## config.mk

```make
export PLATFORM = sky130hd
export DESIGN_NAME = length_prefixed_message_ring
export DESIGN_NICKNAME = d
export VERILOG_FILES = /design/src/design/lpmr_pkg.sv /design/src/design/lpmr_ram.sv /design/src/design/length_prefixed_message_ring.sv
export SDC_FILE = /design/constraint.sdc
export NUM_CORES = 1
export LEC_CHECK = 0
export BUFFER_PORTS_ARGS = -buffer_cell sky130_fd_sc_hd__buf_2
export CAP_MARGIN = 25
export CORE_MARGIN = 3
export CORE_UTILIZATION = 47
export CTS_CLUSTER_SIZE = 8
export DETAILED_ROUTE_END_ITERATION = 12
export PLACE_DENSITY = 0.67
export SLEW_MARGIN = 30
export SYNTH_ARGS = -nofsm -noshare
export SYNTH_HDL_FRONTEND = slang
export SYNTH_SLANG_ARGS = --single-unit
```

## constraint.sdc

```tcl
create_clock -name i_clk -period 4.6 [get_ports i_clk]
set_clock_uncertainty 0.15 [all_clocks]
set_input_delay 0.92 -clock i_clk [delete_from_list [all_inputs] [get_ports i_clk]]
set_output_delay 0.92 -clock i_clk [all_outputs]
set_load 0.01 [all_outputs]
```

## src/design/lpmr_pkg.sv

```systemverilog
`default_nettype none
// ----------------------------------------------------------------------------
// Message ring package
// Shared default size, command and status codes, and the transfer payloads.
// ----------------------------------------------------------------------------
package lpmr_pkg;

    localparam int BUF_BYTES_DEF = 64;

    localparam logic CMD_PUSH = 1'b0;
    localparam logic CMD_POP  = 1'b1;

    localparam logic [1:0] ST_OK      = 2'd0;
    localparam logic [1:0] ST_BAD_LEN = 2'd1;
    localparam logic [1:0] ST_EMPTY   = 2'd2;

    typedef struct packed {
        logic       cmd;
        logic [7:0] data_byte;
        logic [6:0] msg_len;
    } t_in_item;

    typedef struct packed {
        logic [7:0] out_byte;
        logic       last;
        logic [1:0] status;
        logic [4:0] message_count;
        logic [6:0] free_bytes;
    } t_out_item;

endpackage
`default_nettype wire

```

## src/design/lpmr_ram.sv

```systemverilog
`default_nettype none
// ----------------------------------------------------------------------------
// Message ring byte store
// Single write port and single read port; read data is registered.
// ----------------------------------------------------------------------------
module lpmr_ram #(
    parameter int DEPTH  = lpmr_pkg::BUF_BYTES_DEF,
    parameter int ADDR_W = $clog2(lpmr_pkg::BUF_BYTES_DEF)
) (
    input  logic              i_clk,
    input  logic              i_we,
    input  logic [ADDR_W-1:0] i_waddr,
    input  logic [7:0]        i_wdata,
    input  logic              i_re,
    input  logic [ADDR_W-1:0] i_raddr,
    output logic [7:0]        o_rdata
);

    logic [7:0] r_mem [DEPTH];
    logic [7:0] r_rdata;

    always_ff @(posedge i_clk) begin
        if (i_we) begin
            r_mem[i_waddr] <= i_wdata;
        end
        if (i_re) begin
            r_rdata <= r_mem[i_raddr];
        end
    end

    assign o_rdata = r_rdata;

endmodule
`default_nettype wire

```

## src/design/length_prefixed_message_ring.sv

```systemverilog
`default_nettype none
// A push of a byte inside an open message writes that byte; the opening byte of
// a message first evicts the oldest messages while space is short, then writes
// the length header and the byte. A pop reads the header, then emits each
// message byte; a reject or an empty pop emits only a status. A new item is
// taken only in idle; results wait in an output register.
// Synchronous reset clears pointers and counts; the store is not cleared.
// ----------------------------------------------------------------------------
// Length-prefixed message ring
// Byte ring holding whole messages behind a two-byte length header, with
// eviction of the oldest messages when a new message does not fit.
// ----------------------------------------------------------------------------
module length_prefixed_message_ring #(
    parameter int BUF_BYTES = lpmr_pkg::BUF_BYTES_DEF
) (
    input  logic                i_clk,
    input  logic                i_rst_n,
    input  logic                i_in_valid,
    output logic                o_in_ready,
    input  lpmr_pkg::t_in_item  i_in_data,
    output logic                o_out_valid,
    input  logic                i_out_ready,
    output lpmr_pkg::t_out_item o_out_data
);

    import lpmr_pkg::*;

    localparam int PTR_W = $clog2(BUF_BYTES);
    localparam int CNT_W = $clog2(BUF_BYTES + 1);
    localparam int LEN_W = $clog2(BUF_BYTES - 1);
    localparam int MSG_W = $clog2(BUF_BYTES / 3 + 1);

    localparam logic [PTR_W-1:0] LAST_IDX = PTR_W'(BUF_BYTES - 1);
    localparam logic [CNT_W-1:0] FULL     = CNT_W'(BUF_BYTES);
    localparam logic [LEN_W-1:0] MAX_LEN  = LEN_W'(BUF_BYTES - 2);
    localparam logic [7:0]       BUF_W8   = 8'(BUF_BYTES);
    localparam logic [7:0]       MAX_W8   = 8'(BUF_BYTES - 2);

    typedef enum logic [3:0] {
        S_IDLE,
        S_DECODE,
        S_EV_HI,
        S_EV_LO,
        S_HDR_HI,
        S_HDR_LO,
        S_POP_HI,
        S_POP_LO,
        S_POP_BYTE,
        S_POP_ZERO
    } t_state;

    function automatic logic [PTR_W-1:0] ptr_inc(input logic [PTR_W-1:0] p);
        return (p == LAST_IDX) ? '0 : p + 1'b1;
    endfunction

    function automatic logic [PTR_W-1:0] ptr_skip(input logic [PTR_W-1:0] p,
                                                  input logic [LEN_W-1:0] len);
        logic [PTR_W:0] sum;
        sum = {1'b0, p} + (PTR_W+1)'(len) + (PTR_W+1)'(2);
        if (sum >= (PTR_W+1)'(BUF_BYTES)) begin
            sum = sum - (PTR_W+1)'(BUF_BYTES);
        end
        return sum[PTR_W-1:0];
    endfunction

    function automatic t_out_item make_out(input logic [7:0] b, input logic l,
                                           input logic [1:0] st,
                                           input logic [MSG_W-1:0] msgs,
                                           input logic [CNT_W-1:0] space);
        t_out_item o;
        o.out_byte      = b;
        o.last          = l;
        o.status        = st;
        o.message_count = 5'(msgs);
        o.free_bytes    = 7'(space);
        return o;
    endfunction

    t_state            r_state, n_state;
    t_in_item          r_item, n_item;
    logic [PTR_W-1:0]  r_rp, n_rp;
    logic [PTR_W-1:0]  r_wp, n_wp;
    logic [MSG_W-1:0]  r_stored, n_stored;
    logic [CNT_W-1:0]  r_space, n_space;
    logic [LEN_W-1:0]  r_expected, n_expected;
    logic [7:0]        r_hi, n_hi;
    logic [PTR_W-1:0]  r_pos, n_pos;
    logic [LEN_W-1:0]  r_remain, n_remain;
    logic              r_out_valid, n_out_valid;
    t_out_item         r_out, n_out;

    logic              mem_we;
    logic [PTR_W-1:0]  mem_waddr;
    logic [7:0]        mem_wdata;
    logic              mem_re;
    logic [PTR_W-1:0]  mem_raddr;
    logic [7:0]        mem_rdata;

    logic              can_emit;
    logic [7:0]        need8;
    logic              bad_len;
    logic              short_space;
    logic [LEN_W-1:0]  hdr_len;
    logic [CNT_W:0]    space_sum;
    logic [CNT_W-1:0]  space_rel;
    logic [PTR_W-1:0]  rp_rel;
    logic [PTR_W-1:0]  pos_first;

    lpmr_ram #(
        .DEPTH  (BUF_BYTES),
        .ADDR_W (PTR_W)
    ) u_ram (
        .i_clk   (i_clk),
        .i_we    (mem_we),
        .i_waddr (mem_waddr),
        .i_wdata (mem_wdata),
        .i_re    (mem_re),
        .i_raddr (mem_raddr),
        .o_rdata (mem_rdata)
    );

    assign can_emit    = !r_out_valid || i_out_ready;
    assign need8       = {1'b0, r_item.msg_len} + 8'd2;
    assign bad_len     = (r_item.msg_len == 7'd0) || (need8 > BUF_W8);
    assign short_space = (8'(r_space) < need8) && (r_stored != '0);

    assign hdr_len   = (r_hi == 8'h00 && mem_rdata <= MAX_W8) ? LEN_W'(mem_rdata) : MAX_LEN;
    assign space_sum = (CNT_W+1)'(r_space) + (CNT_W+1)'(hdr_len) + (CNT_W+1)'(2);
    assign space_rel = (space_sum > (CNT_W+1)'(BUF_BYTES)) ? FULL : space_sum[CNT_W-1:0];
    assign rp_rel    = ptr_skip(r_rp, hdr_len);
    assign pos_first = ptr_skip(r_rp, '0);

    always_comb begin
        n_state     = r_state;
        n_item      = r_item;
        n_rp        = r_rp;
        n_wp        = r_wp;
        n_stored    = r_stored;
        n_space     = r_space;
        n_expected  = r_expected;
        n_hi        = r_hi;
        n_pos       = r_pos;
        n_remain    = r_remain;
        n_out_valid = r_out_valid && !i_out_ready;
        n_out       = r_out;
        mem_we      = 1'b0;
        mem_waddr   = r_wp;
        mem_wdata   = r_item.data_byte;
        mem_re      = 1'b0;
        mem_raddr   = r_rp;

        unique case (r_state)
            S_IDLE: begin
                if (i_in_valid) begin
                    n_item  = i_in_data;
                    n_state = S_DECODE;
                end
            end
            S_DECODE: begin
                if (r_item.cmd == CMD_PUSH) begin
                    if (r_expected != '0) begin
                        if (can_emit) begin
                            mem_we     = 1'b1;
                            n_wp       = ptr_inc(r_wp);
                            n_expected = r_expected - 1'b1;
                            if (r_expected == LEN_W'(1)) begin
                                n_stored = r_stored + 1'b1;
                            end
                            n_out_valid = 1'b1;
                            n_out       = make_out(8'h00, 1'b1, ST_OK, n_stored, r_space);
                            n_state     = S_IDLE;
                        end
                    end else if (bad_len) begin
                        if (can_emit) begin
                            n_out_valid = 1'b1;
                            n_out       = make_out(8'h00, 1'b1, ST_BAD_LEN, r_stored, r_space);
                            n_state     = S_IDLE;
                        end
                    end else if (short_space) begin
                        mem_re  = 1'b1;
                        n_state = S_EV_HI;
                    end else begin
                        n_state = S_HDR_HI;
                    end
                end else begin
                    if (r_stored == '0) begin
                        if (can_emit) begin
                            n_out_valid = 1'b1;
                            n_out       = make_out(8'h00, 1'b1, ST_EMPTY, r_stored, r_space);
                            n_state     = S_IDLE;
                        end
                    end else begin
                        mem_re  = 1'b1;
                        n_state = S_POP_HI;
                    end
                end
            end
            S_EV_HI: begin
                n_hi      = mem_rdata;
                mem_re    = 1'b1;
                mem_raddr = ptr_inc(r_rp);
                n_state   = S_EV_LO;
            end
            S_EV_LO: begin
                n_rp     = rp_rel;
                n_space  = space_rel;
                n_stored = r_stored - 1'b1;
                n_state  = S_DECODE;
            end
            S_HDR_HI: begin
                mem_we    = 1'b1;
                mem_wdata = 8'h00;
                n_wp      = ptr_inc(r_wp);
                n_state   = S_HDR_LO;
            end
            S_HDR_LO: begin
                mem_we     = 1'b1;
                mem_wdata  = {1'b0, r_item.msg_len};
                n_wp       = ptr_inc(r_wp);
                n_space    = (8'(r_space) >= need8) ? CNT_W'(8'(r_space) - need8) : '0;
                n_expected = LEN_W'(r_item.msg_len);
                n_state    = S_DECODE;
            end
            S_POP_HI: begin
                n_hi      = mem_rdata;
                mem_re    = 1'b1;
                mem_raddr = ptr_inc(r_rp);
                n_state   = S_POP_LO;
            end
            S_POP_LO: begin
                n_rp     = rp_rel;
                n_space  = space_rel;
                n_stored = r_stored - 1'b1;
                n_remain = hdr_len;
                if (hdr_len == '0) begin
                    n_state = S_POP_ZERO;
                end else begin
                    mem_re    = 1'b1;
                    mem_raddr = pos_first;
                    n_pos     = pos_first;
                    n_state   = S_POP_BYTE;
                end
            end
            S_POP_BYTE: begin
                if (can_emit) begin
                    n_out_valid = 1'b1;
                    n_out       = make_out(mem_rdata, r_remain == LEN_W'(1), ST_OK,
                                           r_stored, r_space);
                    if (r_remain == LEN_W'(1)) begin
                        n_state = S_IDLE;
                    end else begin
                        n_pos     = ptr_inc(r_pos);
                        mem_re    = 1'b1;
                        mem_raddr = n_pos;
                        n_remain  = r_remain - 1'b1;
                    end
                end
            end
            S_POP_ZERO: begin
                if (can_emit) begin
                    n_out_valid = 1'b1;
                    n_out       = make_out(8'h00, 1'b1, ST_OK, r_stored, r_space);
                    n_state     = S_IDLE;
                end
            end
            default: begin
                n_state = S_IDLE;
            end
        endcase
    end

    always_ff @(posedge i_clk) begin
        r_item   <= n_item;
        r_hi     <= n_hi;
        r_pos    <= n_pos;
        r_remain <= n_remain;
        r_out    <= n_out;
        if (!i_rst_n) begin
            r_state     <= S_IDLE;
            r_rp        <= '0;
            r_wp        <= '0;
            r_stored    <= '0;
            r_space     <= FULL;
            r_expected  <= '0;
            r_out_valid <= 1'b0;
        end else begin
            r_state     <= n_state;
            r_rp        <= n_rp;
            r_wp        <= n_wp;
            r_stored    <= n_stored;
            r_space     <= n_space;
            r_expected  <= n_expected;
            r_out_valid <= n_out_valid;
        end
    end

    assign o_in_ready  = (r_state == S_IDLE);
    assign o_out_valid = r_out_valid;
    assign o_out_data  = r_out;

endmodule
`default_nettype wire
```

; Word level (Yosys, flattened, before mapping)
; Memories as Yosys holds them, arrays and structs flattened. A register that Yosys moved wholly into a read port is not among the register bits.
; Index checks and enable logic that the tools add are counted.
[op_classes]
addsub = 16
n_lt_le_gt_ge = 7
n_eq_ne = 28
muxes = 76
reduce_logical = 33
[ops]
columns = operator, count
row1 = 23-bit 2-to-1 mux, 9
row2 = 6-bit 2-to-1 mux, 20
row3 = 23-bit case mux with 3 select lines, 1
row4 = 6-bit case mux with 2 select lines, 4
row5 = 4-bit case mux with 9 select lines, 1
row6 = 4-bit 2-to-1 mux, 8
row7 = "6-bit by 1-bit subtractor with 6-bit output, second input constant", 4
row8 = 5-bit 2-to-1 mux, 4
row9 = 1-bit 2-to-1 mux, 19
row10 = "6-bit by 1-bit adder with 6-bit output, second input constant", 3
row11 = "6-bit equality test, second input constant", 3
row12 = "2-bit != test, second input constant", 9
row13 = 6-bit case mux with 3 select lines, 1
row14 = "4-bit by 3-bit equality test with 1-bit output, second input constant", 4
row15 = "8-bit by 7-bit > comparator with 1-bit output, second input constant", 2
row16 = 8-bit case mux with 2 select lines, 1
row17 = 4-bit AND reduction, 4
row18 = "7-bit greater-or-equal comparator, second input constant", 2
row19 = 7-bit 2-to-1 mux, 2
row20 = 7-bit case mux with 2 select lines, 1
row21 = "6-bit by 1-bit equality test with 1-bit output, second input constant", 2
row22 = "3-bit != test, second input constant", 4
row23 = 5-bit case mux with 2 select lines, 1
row24 = 2-bit nonzero test, 5
row25 = 34 further kinds, 46
[totals]
reg_bits = 94
ram_bits = 512
in_bits = 20
output_inout_bits = 25
elab_cells = 179
n_memories = 1
[mem_list]
columns = name, words, word_bits, rd, rd_clocked_by_memory_dff, wr, line
row1 = u_ram.r_mem, 64, 8, 1, 1, 1, lpmr_ram.sv:19  ; logic [7:0] r_mem [DEPTH];

; Logic depth before layout (Yosys ltp)
; Gate-level depths: netlist of the first run.
[logic_depth]
ltp_word = 8
mapped_depth = 16
ltp_nobuf = 16

; Hierarchy
; From an unflattened synthesis of the first run, not the netlist that was laid out.
[unflattened]
cells_unflattened = 1543
hier_area_um2 = 25734.7
[modules_own_cells]
columns = module, instances, cells_each, area_per_inst_um2, seq_area_each_um2
row1 = lpmr_ram, 1, 957, 20176.9, 15615.0
row2 = length_prefixed_message_ring, 1, 586, 5557.8, 2472.4

; Least setup slack after synthesis of the first run
; OpenSTA, ideal clock, no wires.
[synth_timing]
kind = input-to-reg
startpoint = input i_out_ready
endpoint = register u_ram.r_rdata[4], in the netlist u_ram.o_rdata[4], read port of u_ram.r_mem, data pin
setup_ns = 0.272
t_arrival_ns = 3.200
required_time_ns = 4.178
setup_slack_ns = 0.978
path_stages = 10
n_path_buf = 2
path_cell_list = nor2b_1 > a211oi_4 > a221o_2 > o22a_4 > buf_8 > buf_8 > mux4_2 > mux2i_1 > o22ai_1 > or4_1
[synth_via]
elab_chain_cells = 3
word_cells_on_any_way = 5
cone_classes = 4 x mux / 1 x reduce/logical
[synth_rtl]
columns = item, line
row1 = start: declaration, length_prefixed_message_ring.sv:22  ; input logic i_out_ready,
row2 = 1-bit logical OR *, length_prefixed_message_ring.sv:122  ; assign can_emit = !r_out_valid || i_out_ready;
row3 = 1-bit 2-to-1 mux or 6-bit 2-to-1 mux (tied branches), length_prefixed_message_ring.sv:245  ; if (can_emit) begin
row4 = 1-bit case mux with 4 select lines or 6-bit case mux with 3 select lines (tied branches), length_prefixed_message_ring.sv:152  ; unique case (r_state)
row5 = end: declaration, lpmr_ram.sv:20  ; logic [7:0] r_rdata;
; Mark *: on every way between the ends. The rest lies on a longest branch, timed or not.
; A chain may end at the register's enable or synchronous reset.

; Final worst setup path of the first run
[layout_timing]
startpoint = register r_remain[2]
endpoint = register u_ram.r_rdata[0], in the netlist u_ram.o_rdata[0], read port of u_ram.r_mem, data pin
[layout_via]
elab_chain_cells = 4
word_cells_on_any_way = 7
cone_classes = 1 x eq/ne / 6 x mux
[layout_rtl]
columns = item, line
row1 = start: declaration, length_prefixed_message_ring.sv:88  ; logic [LEN_W-1:0] r_remain, n_remain;
row2 = start signal: assignment, length_prefixed_message_ring.sv:276  ; r_remain <= n_remain;
row3 = 6-bit by 1-bit equality test with 1-bit output *, length_prefixed_message_ring.sv:249  ; if (r_remain == LEN_W'(1)) begin
row4 = 1-bit 2-to-1 mux or 6-bit 2-to-1 mux (tied branches), length_prefixed_message_ring.sv:249
row5 = 1-bit 2-to-1 mux or 6-bit 2-to-1 mux (tied branches), length_prefixed_message_ring.sv:245
row6 = 1-bit case mux with 4 select lines or 6-bit case mux with 3 select lines (tied branches), length_prefixed_message_ring.sv:152
; Marked as above.

==> results.json, run 1 <==
{
  "outcome": "finished clean",
  "grt_pass1_wl_mm": 106,
  "power.internal_w": 0.00975,
  "htree_levels": 3,
  "drv_cap": 0,
  "synth-edff-count": 579,
  "path_buf_inv": 2,
  "slowest_stage": "o211ai_4",
  "peakVddDrop_mv": 0.451,
  "grt_antenna_before_repair": 2,
  "p_leak_nw": 10.4,
  "grt_max_degree": 65,
  "synth_cell_types": 95,
  "yosysWarningCount": 0,
  "postCtsResizedCells": 0,
  "tightest_slew_ns": 0.976,
  "numCtsBuffers": 86,
  "dpl-instance-area_um2": 28300,
  "synth_xor_area_share_pct": 1.25,
  "ys_ff_latch": 614,
  "min_delay_path_depth": 1,
  "fin_crit_ns": 4.32,
  "yosysTopAreaCell": "edfxtp_1",
  "final_cell_count_no_fill": 2862,
  "cts.sinks": 614,
  "drv_slew": 0,
  "die_h_um": 244,
  "rows": 86,
  "finalHoldViolCount": 0,
  "power.density_nw_per_um2": 402,
  "min_to": "r_item[0]$_DFFE_PP_",
  "initial_core_util_pct": 47.9,
  "ff2ff_setup_slack_ns": 0.28,
  "seq_power_share_pct": 50.9,
  "drc": 0,
  "area_growth_pct": 15.2,
  "diodes": 0,
  "syn-num-nets": 1983,
  "num_vias": 17200,
  "critical_path_class": "flip-flop to flip-flop",
  "cts-root-buf": "clkbuf_16",
  "hold_ws_ns": 0.319,
  "die_w_um": 244,
  "overflow": 0,
  "synth_top_family_by_area": "simple AND/OR/NAND/NOR gates",
  "p_clk_share_pct": 45.9,
  "cts_tree": "done",
  "hold_path.class": "input port to flip-flop",
  "rsz0062_at_grt": "false",
  "fmax_mhz": 231,
  "io_buffers": 44,
  "pin_count": 45,
  "syn_inst": 1922,
  "synthMuxAreaShare_pct": 6.34,
  "dp_cells": 2746,
  "arrival_ns": 4.54,
  "period_share_pct": 93.9,
  "dp_slack_ns": 0.180,
  "syn-cell-area_um2": 26600,
  "post-route-worst-setup-slack_ns": 0.280,
  "fp.coreArea_um2": 55500,
  "fin_area_um2": 30600,
  "power.share.combinational_pct": 3.2,
  "clk_latency_ns": 0.63,
  "r2r-end": "u_ram.o_rdata[0]$_DFFE_PP_",
  "place_hpwl_mm": 45.8,
  "synth_top_area_share_pct": 65.4,
  "synthFlopType": "edfxtp_1",
  "die_area_um2": 59500,
  "synth_area_leaders": "edfxtp_1 (65%), nand2_1 (4.0%), mux2i_1 (3.3%)",
  "yosys.area_share.simple_pct": 11.4,
  "firstDrtPassIters": 5,
  "final_nets": 2147,
  "path_max_fanout": 24,
  "async_reset_ff_share_pct": 0,
  "gp_congestion": 0.926,
  "grt_pass1_vias": 16800,
  "cts.clk_slew.worst_paths_ns": 0.05,
  "wl_mm": 70.4,
  "drive_above_1_share_pct": 16.8,
  "min_from": "i_in_data[0]",
  "max_slew_margin_pct": 34.7,
  "cp.required_ns": 4.81,
  "cts_max_path_buffers": 3,
  "ant_nets": 0,
  "path_delay_family": "compound AO/OA/AOI/OAI gates",
  "synth_fa_ha_area_share_pct": 2.01,
  "worstSetupEndpointType": "flip-flop",
  "slowest_delay_ns": 0.48,
  "post_cts_buffers": 0,
  "synth.avg_cell_area_um2": 13.8,
  "setup_violations": 0,
  "synth_commonest_cells": "edfxtp_1 (579), nand2_1 (280), nor2_1 (129)",
  "synth_compound_area_share_pct": 8.17,
  "worstRegToRegCells": 11,
  "fin_setup_tns_ns": 0,
  "switching_power_w": 0.00257,
  "via_per_inst": 6.02,
  "postCtsHoldBufs": 0,
  "crit_path_cell_trace": "or3_4 -> o211ai_4 -> o32a_1 -> o22a_4 -> buf_12 -> buf_4 -> mux4_2 -> mux2i_1 -> a22o_1 -> a31oi_1 -> or4_1",
  "grt_usage_pct": 23.6,
  "yosysMostFrequentCell": "edfxtp_1",
  "drt_iter0_markers": 1810,
  "wl_per_cell_um": 24.6,
  "ys_seq_area_share_pct": 68.0,
  "start_kind": "flip-flop",
  "r2r-start": "r_remain[2]$_DFFE_PP_",
  "switching_share_pct": 20.8
}
## worst max-delay path by stage
| stage | start | end | slack, ns | cells after the start |
|---|---|---|---|---|
| 3_5_place_dp | i_out_ready | u_ram.o_rdata[0]$_DFFE_PP_ | 0.18 | 12 |
| 3_3_place_gp | i_out_ready | u_ram.o_rdata[0]$_DFFE_PP_ | 0.24 | 12 |
| 5_1_grt | r_state[3]$_SDFFE_PN0P_ | u_ram.o_rdata[4]$_DFFE_PP_ | 0.11 | 10 |
| 6_report | r_remain[2]$_DFFE_PP_ | u_ram.o_rdata[0]$_DFFE_PP_ | 0.28 | 11 |
| 2_1_floorplan | i_out_ready | u_ram.o_rdata[4]$_DFFE_PP_ | 0.98 | 10 |
| 4_1_cts | r_remain[2]$_DFFE_PP_ | u_ram.o_rdata[0]$_DFFE_PP_ | 0.31 | 11 |
## layout make-up
type | count | area [um2]
fillers | 4479 | 24900
flip-flops and latches | 614 | 18100
multi-input cells | 1171 | 7790
clock buffers | 111 | 2270
repair buffers | 179 | 1330
well taps | 748 | 936
inverters | 34 | 133
clock inverters | 5 | 92.6
## through the flow
stage,util (%),total power (W)
3_5_place_dp,50.9,0.00677
6_report,55.2,0.0123
4_1_cts,55.2,0.0124
2_1_floorplan,-,0.00659
5_1_grt,55.2,0.0127
3_3_place_gp,50.9,0.00675
## layer usage
metal | GRT usage (%) | share of wire [%] | vias to the layer above
met5 | 0 | 0.037 | -
met4 | 9.84 | 4.0 | 4
met3 | 4.36 | 7.5 | 184
met2 | 38.5 | 48 | 776
met1 | 31.2 | 40 | 8609
li1 | - | - | 7654
## power groups by stage
stage                     sequential (W)  clock, W  combinational, W
final                            0.00626   0.00565          0.000400
after detailed placement         0.00637         0          0.000401
after global routing             0.00626   0.00598          0.000437
after CTS                        0.00626   0.00575          0.000401
after global placement           0.00637         0          0.000387
after floorplan                  0.00637         0          0.000218
## sequential cells by signal (all words and copies together) (netlist names)
signal         flops
mem_waddr          6
o_out_data        23
o_out_valid        1
r_expected         6
r_hi               8
r_item            16
r_pos              6
r_remain           6
r_rp               6
r_space            7
r_state            4
r_stored           5
u_ram.o_rdata      8
u_ram.r_mem      512
## kinds of logic after synthesis
family | Yosys count
AND/OR/NAND/NOR | 660
flip-flops | 614
AO/OA/AOI/OAI | 308
buffers and inverters | 137
multiplexers | 124
adder cells (fa/ha/maj) | 41
XOR/XNOR | 38
## placed cells by master, fill, tap and decap left out, types with 8 or more instances in the layout
cell type	instances
a211oi_1	10
a32oi_1	16
a22oi_1	9
xor2_1	18
xnor2_1	20
mux4_2	34
nand4_1	32
inv_1	31
a21oi_1	89
buf_2	44
a31oi_1	8
o21ai_0	53
and2_1	16
nand2b_1	12
o22ai_1	9
nand3_1	114
buf_12	8
a22o_1	10
nor3_1	18
mux2i_1	87
clkbuf_16	87
clkbuf_1	24
o211ai_1	15
o2111ai_1	12
nor2_1	128
buf_4	127
dfxtp_1	35
edfxtp_1	579
ha_1	38
nand2_1	276
Power figures use the tool's default switching activity.
==> run 2: changes to the inputs <==
ABC_AREA = 1   (was unset)
==> run 2 against run 1 <==
  * Global-route usage is 0.26 points lower
  * Synthesized cell count is 53% higher
  * Sequential power up 4.2%
  * Non-clock buffer count is 32 lower
  * Power increased by 11%
  * Utilization decreased by 1.1 points
  * Fmax up 8.4%
  * Critical path type unchanged
==> results.json, run 2 <==
{
  "outcome": "finished clean",
  "firstDrtPassIters": 5,
  "path_max_fanout": 7,
  "tightest_slew_ns": 0.957,
  "die_w_um": 254,
  "power.density_nw_per_um2": 418,
  "synth_area_leaders": "edfxtp_1 (60%), nand2_1 (8.4%), nand3_1 (6.2%)",
  "ys_seq_area_share_pct": 62.5,
  "peakVddDrop_mv": 0.283,
  "gr-max-usage-layer": "met2",
  "r2r-end": "r_space[1]$_SDFFE_PN0P_",
  "met1_usage_pct": 30.7,
  "syn_inst": 2947,
  "seq_power_share_pct": 47.6,
  "via_per_inst": 5.58,
  "fmax_mhz": 251,
  "post_cts_buffers": 0,
  "clk_latency_ns": 0.63,
  "slowest_stage": "edfxtp_1",
  "yosysMostFrequentCell": "nand2_1",
  "path_delay_family": "simple AND/OR/NAND/NOR gates",
  "postCtsResizedCells": 0,
  "start_kind": "flip-flop",
  "largest_reg_flops": 512,
  "numCtsBuffers": 86,
  "regMostFlops": "u_ram.r_mem",
  "die_area_um2": 64600,
  "slowest_delay_ns": 0.53,
  "yosysWarningCount": 0,
  "min_from": "i_in_data[3]",
  "ant_nets": 0,
  "max_slew_margin_pct": 35.9,
  "pin_count": 45,
  "synth.avg_cell_area_um2": 9.83,
  "power.internal_w": 0.0103,
  "fin_setup_tns_ns": 0,
  "async_reset_ff_share_pct": 0,
  "finalHoldViolCount": 0,
  "final_common_cell": "nand2_1",
  "htree_levels": 3,
  "synth_top_area_share_pct": 60.0,
  "r2r-start": "u_ram.o_rdata[1]$_DFFE_PP_",
  "fp.coreArea_um2": 60700,
  "drive_above_1_share_pct": 9.14,
  "overflow": 0,
  "worstRegToRegCells": 20,
  "place_hpwl_mm": 45.7,
  "p_leak_nw": 13.3,
  "io_buffers": 44,
  "drv_cap": 0,
  "drv_slew": 0,
  "ys_ff_latch": 614,
  "arrival_ns": 4.41,
  "hold_path.class": "input port to flip-flop",
  "period_share_pct": 86.7,
  "cts.sinks": 614,
  "num_vias": 21400,
  "use_met2_pct": 39.1,
  "rsz0062_at_grt": "false",
  "ff2ff_setup_slack_ns": 0.61,
  "synth_commonest_cells": "nand2_1 (651), edfxtp_1 (579), inv_1 (467)",
  "grt_pass1_vias": 20900,
  "cts-root-buf": "clkbuf_16",
  "min_to": "r_item[3]$_DFFE_PP_",
  "min_delay_path_depth": 1,
  "hold_ws_ns": 0.315,
  "cp.required_ns": 5.03,
  "postCtsHoldBufs": 0,
  "path_buf_inv": 5,
  "synth-edff-count": 579,
  "p_clk_share_pct": 41.4,
  "critical_path_class": "flip-flop to flip-flop",
  "final_nets": 3082,
  "syn-cell-area_um2": 29000,
  "drt_iter0_markers": 2167,
  "synthFlopType": "edfxtp_1",
  "grt_usage_pct": 23.3,
  "drc": 0,
  "yosysTopAreaCell": "edfxtp_1",
  "grt_max_degree": 129,
  "switching_power_w": 0.00345,
  "fillers": 5265,
  "wl_per_cell_um": 19.5,
  "cts_max_path_buffers": 3,
  "setup_violations": 0,
  "die_h_um": 254,
  "wl_mm": 75.0,
  "initial_core_util_pct": 47.7,
  "cts.clk_slew.worst_paths_ns": 0.05,
  "crit_path_cell_trace": "nand2_1 -> inv_1 -> nand2_1 -> nand2_1 -> nor2_1 -> inv_1 -> nor2_1 -> ha_1 -> ha_1 -> inv_1 -> fa_1 -> o21ai_0 -> xor2_1 -> o31ai_1 -> nand2_1 -> inv_1 -> nand2_1 -> o211ai_1 -> nand3_1 -> inv_1",
  "rows": 90,
  "synth_cell_types": 46,
  "switching_share_pct": 25.2,
  "grt_antenna_before_repair": 0,
  "fin_crit_ns": 3.99,
  "syn-num-nets": 3008,
  "grt_pass1_wl_mm": 117,
  "power.share.combinational_pct": 11.0,
  "gp_congestion": 0.906,
  "grt_util_met3_pct": 4.18,
  "area_growth_pct": 13.3,
  "worstSetupEndpointType": "flip-flop",
  "mostFrequentLayoutCells": "nand2_1 (643), edfxtp_1 (579), inv_1 (466)",
  "cts_tree": "done"
}
-- run 2: changes by cell type after synthesis, sizes merged, moves of 87 or more --
cell   change
o21ai    +135
nand3    +251
nand2    +372
inv      +444
nand4    +137
mux2i     -87
-- run 2: cells by family (layout without fill, tap and decap cells) --
kind of cell             count (synthesis)  after routing  synth area share (%)
AO/OA/AOI/OAI                          268            268                  4.95
XOR/XNOR                                28             28                 0.847
adder cells (fa/ha/maj)                 41             41                  1.85
buffers and inverters                  640            746                  8.95
flip-flops                             614            614                  62.5
other                                    0              1                     0
AND/OR/NAND/NOR                       1356           1356                  21.0
-- run 2: power by group through the flow --
| stage | combinational [W] | sequential [W] | clock (W) |
|---|---|---|---|
| floorplan | 0.000875 | 0.00664 | 0 |
| global placement | 0.00146 | 0.00662 | 0 |
| detailed placement | 0.00150 | 0.00663 | 0 |
| CTS | 0.00151 | 0.00652 | 0.00578 |
| global route | 0.00166 | 0.00653 | 0.00600 |
| finish | 0.00151 | 0.00652 | 0.00568 |
-- run 2: metal layers --
layer  share of wire [%]  routed length, um
met1                  41              30500
met2                  48              36200
met3                 8.0               5970
met4                 3.1               2340
met5                   0                  0
-- run 2: cell type report --
cell class / instances / area [um2] / share of cell area, %
antenna: 1 / 2.50 / 0.00763
timing repair buffer: 147 / 1190 / 3.64
inverter: 479 / 1800 / 5.48
tap: 782 / 978 / 2.98
clock buffer: 113 / 2270 / 6.93
sequential: 614 / 18100 / 55.1
multi-input combinational: 1693 / 8380 / 25.5
clock inverter: 7 / 100 / 0.305
-- run 2: how the worst max path moves through the flow --
stage                                  end  cells after the start  slack [ns]                        from
3_5_place_dp       r_space[1]$_SDFFE_PN0P_                     21        0.64  u_ram.o_rdata[1]$_DFFE_PP_
2_1_floorplan  u_ram.r_mem[0][2]$_DFFE_PP_                      6        0.02     r_state[0]$_SDFFE_PN0P_
3_3_place_gp    u_ram.o_rdata[0]$_DFFE_PP_                     15        0.69                 i_out_ready
5_1_grt            r_space[5]$_SDFFE_PN0P_                     21        0.27  u_ram.o_rdata[1]$_DFFE_PP_
6_report           r_space[1]$_SDFFE_PN0P_                     20        0.61  u_ram.o_rdata[1]$_DFFE_PP_
4_1_cts            r_space[1]$_SDFFE_PN0P_                     21        0.64  u_ram.o_rdata[1]$_DFFE_PP_
-- run 2: metrics by stage --
step / utilization (%) / std cells / setup slack, ns / instance area, um2 / power (W)
after global routing: 54.1 / 3835 / 0.267 / 32800 / 0.0142
final: 54.1 / 3836 / 0.614 / 32800 / 0.0137
after global placement: 50.2 / 3715 / 0.685 / 30400 / 0.00808
after floorplan: - / 2947 / 0.0152 / 29000 / 0.00752
after detailed placement: 50.2 / 3715 / 0.637 / 30400 / 0.00812
after CTS: 54.1 / 3835 / 0.639 / 32800 / 0.0138
